**src/sv/lgs_pkg.sv**
```systemverilog
// Shared definitions for the life generation step unit: grid geometry,
// request codes, controller states and the cell control word. No dependencies.
package lgs_pkg;

   localparam int GRID_WIDTH  = 64;
   localparam int GRID_HEIGHT = 64;
   localparam int LIFE_CELLS  = GRID_WIDTH * GRID_HEIGHT;

   // sweep counter covers one pass over the grid
   localparam int CNT_W = (LIFE_CELLS > 1) ? $clog2(LIFE_CELLS) : 1;
   localparam int IDX_W = 12;
   localparam int CMP_W = (CNT_W > IDX_W) ? CNT_W : IDX_W;

   localparam int NBR_W     = 8;
   localparam int NBR_CNT_W = 4;

   localparam logic [NBR_CNT_W-1:0] BIRTH_COUNT = NBR_CNT_W'(3);
   localparam logic [NBR_CNT_W-1:0] KEEP_COUNT  = NBR_CNT_W'(2);

   typedef enum logic [1:0] {
      REQ_WRITE = 2'd0,
      REQ_READ  = 2'd1,
      REQ_STEP  = 2'd2
   } req_code_type;

   typedef enum logic [1:0] {
      ST_IDLE,
      ST_SWEEP,
      ST_COMMIT,
      ST_FINISH
   } lgs_state_type;

   typedef struct packed {
      logic shift;
      logic commit;
   } cell_ctl_type;

endpackage

```
**src/sv/lgs_rule.sv**
```systemverilog
// Life rule for the cell at the head of the chain: counts the eight
// neighbour bits and gives the cell's next state. Uses lgs_pkg.
module lgs_rule
   import lgs_pkg::*;
(
   input  logic [NBR_W-1:0] nbr,
   input  logic             self_alive,
   output logic             next_alive
);

   logic [NBR_CNT_W-1:0] count;

   always_comb begin
      count = '0;
      for (int k = 0; k < NBR_W; k++) begin
         count = count + NBR_CNT_W'(nbr[k]);
      end
      next_alive = (count == BIRTH_COUNT) || ((count == KEEP_COUNT) && self_alive);
   end

endmodule

```
**config.mk**
```make
export PLATFORM = sky130hd
export DESIGN_NAME = lgs_rule
export DESIGN_NICKNAME = d
export VERILOG_FILES = /design/src/sv/lgs_pkg.sv /design/src/sv/lgs_rule.sv
export SDC_FILE = /design/constraint.sdc
export NUM_CORES = 1
export LEC_CHECK = 0
export ABC_AREA = 1
export CAP_MARGIN = 40
export CELL_PAD_IN_SITES_DETAIL_PLACEMENT = 1
export CELL_PAD_IN_SITES_GLOBAL_PLACEMENT = 1
export CORE_AREA = 10 10 47 49
export DETAILED_ROUTE_END_ITERATION = 7
export DIE_AREA = 0 0 57 59
export DONT_BUFFER_PORTS = 1
export GPL_TIMING_DRIVEN = 1
export PLACE_DENSITY_LB_ADDON = 0.1
export SKIP_LAST_GASP = 1
export SYNTH_ARGS = -nofsm -noshare
export SYNTH_HDL_FRONTEND = slang
export SYNTH_SLANG_ARGS = --single-unit
```
**constraint.sdc**
```tcl
create_clock -name vclk -period 7.35
set_clock_uncertainty 0.1 [all_clocks]
set_input_delay 2.205 -clock vclk [all_inputs]
set_output_delay 2.205 -clock vclk [all_outputs]
set_load 0.01 [all_outputs]
```
==> flow_metrics.tcl <==
set metrics [dict create \
    status "finished, final reports clean" \
    worstPathMaxFanout 2 \
    initial_core_util_pct 14.3 \
    place.gp.congestion 0.594 \
    hpwlAfterDp_um 416 \
    grt_pass1_vias 173 \
    ios 10 \
    placedCellCount 44 \
    synth_area_per_cell_sq_um 7.15 \
    cp_common_cell "fa_1" \
    wire_per_inst_um 9.32 \
    die_area_sq_um 3360 \
    swShare_pct 57.8 \
    slowest_stage "fa_1" \
    cts_hold_buffers 0 \
    drive_gt1_share_pct 0 \
    clock.fmax_mhz 140 \
    power_density_nw_per_um2 122 \
    period_share_pct 96.9 \
    synth-seq-area-share_pct 0 \
    core_sq_um 1400 \
    seq_cells 0 \
    arrival_ns 4.82 \
    drt-initial-drc-count 2 \
    clock_buffers 0 \
    pwr-share-seq_pct 0 \
    pwr-share-comb_pct 100.0 \
    drv_slew 0 \
    peakVddDrop_uv 15.0 \
    synthesis.area_sq_um 200 \
    maxCapViolCount 0 \
    cp-end-kind "output pin" \
    power.switching_mw 0.0156 \
    grt_pass1_wl_um 731 \
    track_usage_pct 2.55 \
    syn-num-nets 44 \
    routed_wl_um 410 \
    hold_class "in -> out" \
    antenna_cells 0 \
    synth_top_area_share_pct 40.0 \
    setup_violations 0 \
    syn_inst 28 \
    crit_start "nbr[0]" \
    cpPeakStageDelay_ns 0.55 \
    die_h_um 59 \
    num_rows 14 \
    io_buffers 0 \
    pre_cts_slack_ns 0.195 \
    worst_slack_ns 0.228 \
    antenna_found_initial 0 \
    netlist_top_cells_count "inv_1 (15), fa_1 (4), ha_1 (3), nand2_1 (3), nand3_1 (2)" \
    cts_setup_buffers 0 \
    synth_cell_types 6 \
    nNetsFinal 46 \
    yosys_warnings 0 \
    vias 152 \
    crit_end "next_alive" \
    crit_required_ns 5.05 \
    hold_viol_final 0 \
    remaining_drc_errors 0 \
    fin_hold_ws_ns 4.52 \
    dieWidth_um 57 \
    p_leak_nw 0.140 \
    instances_no_fill 44 \
    grt_max_degree 3 \
    ant_nets 0 \
    synthTopCellsByArea "fa_1 (40%), inv_1 (28%), ha_1 (19%)" \
    area_growth_pct 10.0 \
    slew-limit-headroom_pct 81.7 \
    setup_tns_ns 0 \
    via_per_inst 3.45 \
    synth.most_common_cell "inv_1" \
    ctsResizeCount 0 \
    synth_top_cell_by_area "fa_1" \
    crit_chain "inv_1 > fa_1 > fa_1 > fa_1 > inv_1 > ha_1 > fa_1 > nand3_1 > a21oi_1" \
    overflow 0 \
    fillCellCount 181 \
    rsz0062_at_grt "no" \
    dr.pass1.iters 2 \
    tightest_slew_ns 0.275 \
    register_area_sq_um 0 \
    start_kind "input port" \
    p_int_mw 0.0114 \
    critical_path_class "in -> out" \
    period_minus_slack_ns 7.12 \
    clockPowerShare_pct 0 \
]
-- layout by cell type (no fill, tap or decap) --
cell type and instances:
inv_1 15, fa_1 4, nand2_1 3, ha_1 3
nand3_1 2, a21oi_1 1
-- worst min path at each step --
stage	startpoint	depth (start not counted)	end
floorplan	self_alive	4	next_alive
global placement	self_alive	4	next_alive
detailed placement	self_alive	4	next_alive
CTS	self_alive	4	next_alive
global route	self_alive	4	next_alive
finish	self_alive	4	next_alive
-- routing by layer --
| layer | track usage [%] | up-vias | part of all wire [%] |
|---|---|---|---|
| met2 | 5.43 | 3 | 60 |
| met5 | 0 | - | 0 |
| met4 | 0 | 0 | 0 |
| li1 | - | 75 | - |
| met3 | 0.215 | 0 | 2.2 |
| met1 | 2.73 | 74 | 37 |
-- cells by family (layout without fill, tap and decap cells) --
| logic type | Yosys count | in the layout | share of synthesized area (%) |
|---|---|---|---|
| buffers and inverters | 15 | 15 | 28.1 |
| adders and majority gates | 7 | 7 | 58.8 |
| AOI/OAI and AO/OA | 1 | 1 | 2.50 |
| and+or+nand+nor | 5 | 5 | 10.6 |
-- through the flow --
step / area [sq um] / power, mW / util, %
floorplan: 200 / 0.0222 / -
global placement: 220 / 0.0270 / 15.7
detailed placement: 220 / 0.0280 / 15.7
CTS: 220 / 0.0283 / 15.7
global route: 220 / 0.0343 / 15.7
finish: 220 / 0.0269 / 15.7
-- critical path, delay by kind of cell --
| family | cells | cell delay (ns) |
|---|---|---|
| adders and majority gates | 5 | 2.20 |
| AOI/OAI and AO/OA | 1 | 0.24 |
| and+or+nand+nor | 1 | 0.08 |
| buffers and inverters | 2 | 0.07 |
-- cell type report --
type                            instances  area, sq um  share of cell area (%)
Multi-Input combinational cell         13          144                    65.3
Tap cell                               16         20.0                    9.09
Inverter                               15         56.3                    25.6
-- power by group through the flow --
stage | Clock [mW] | Combinational, mW | Sequential [mW]
after CTS | 0 | 0.0283 | 0
final | 0 | 0.0269 | 0
after global placement | 0 | 0.0270 | 0
after floorplan | 0 | 0.0222 | 0
after detailed placement | 0 | 0.0280 | 0
after global routing | 0 | 0.0343 | 0
Power figures use the tool's default switching activity.
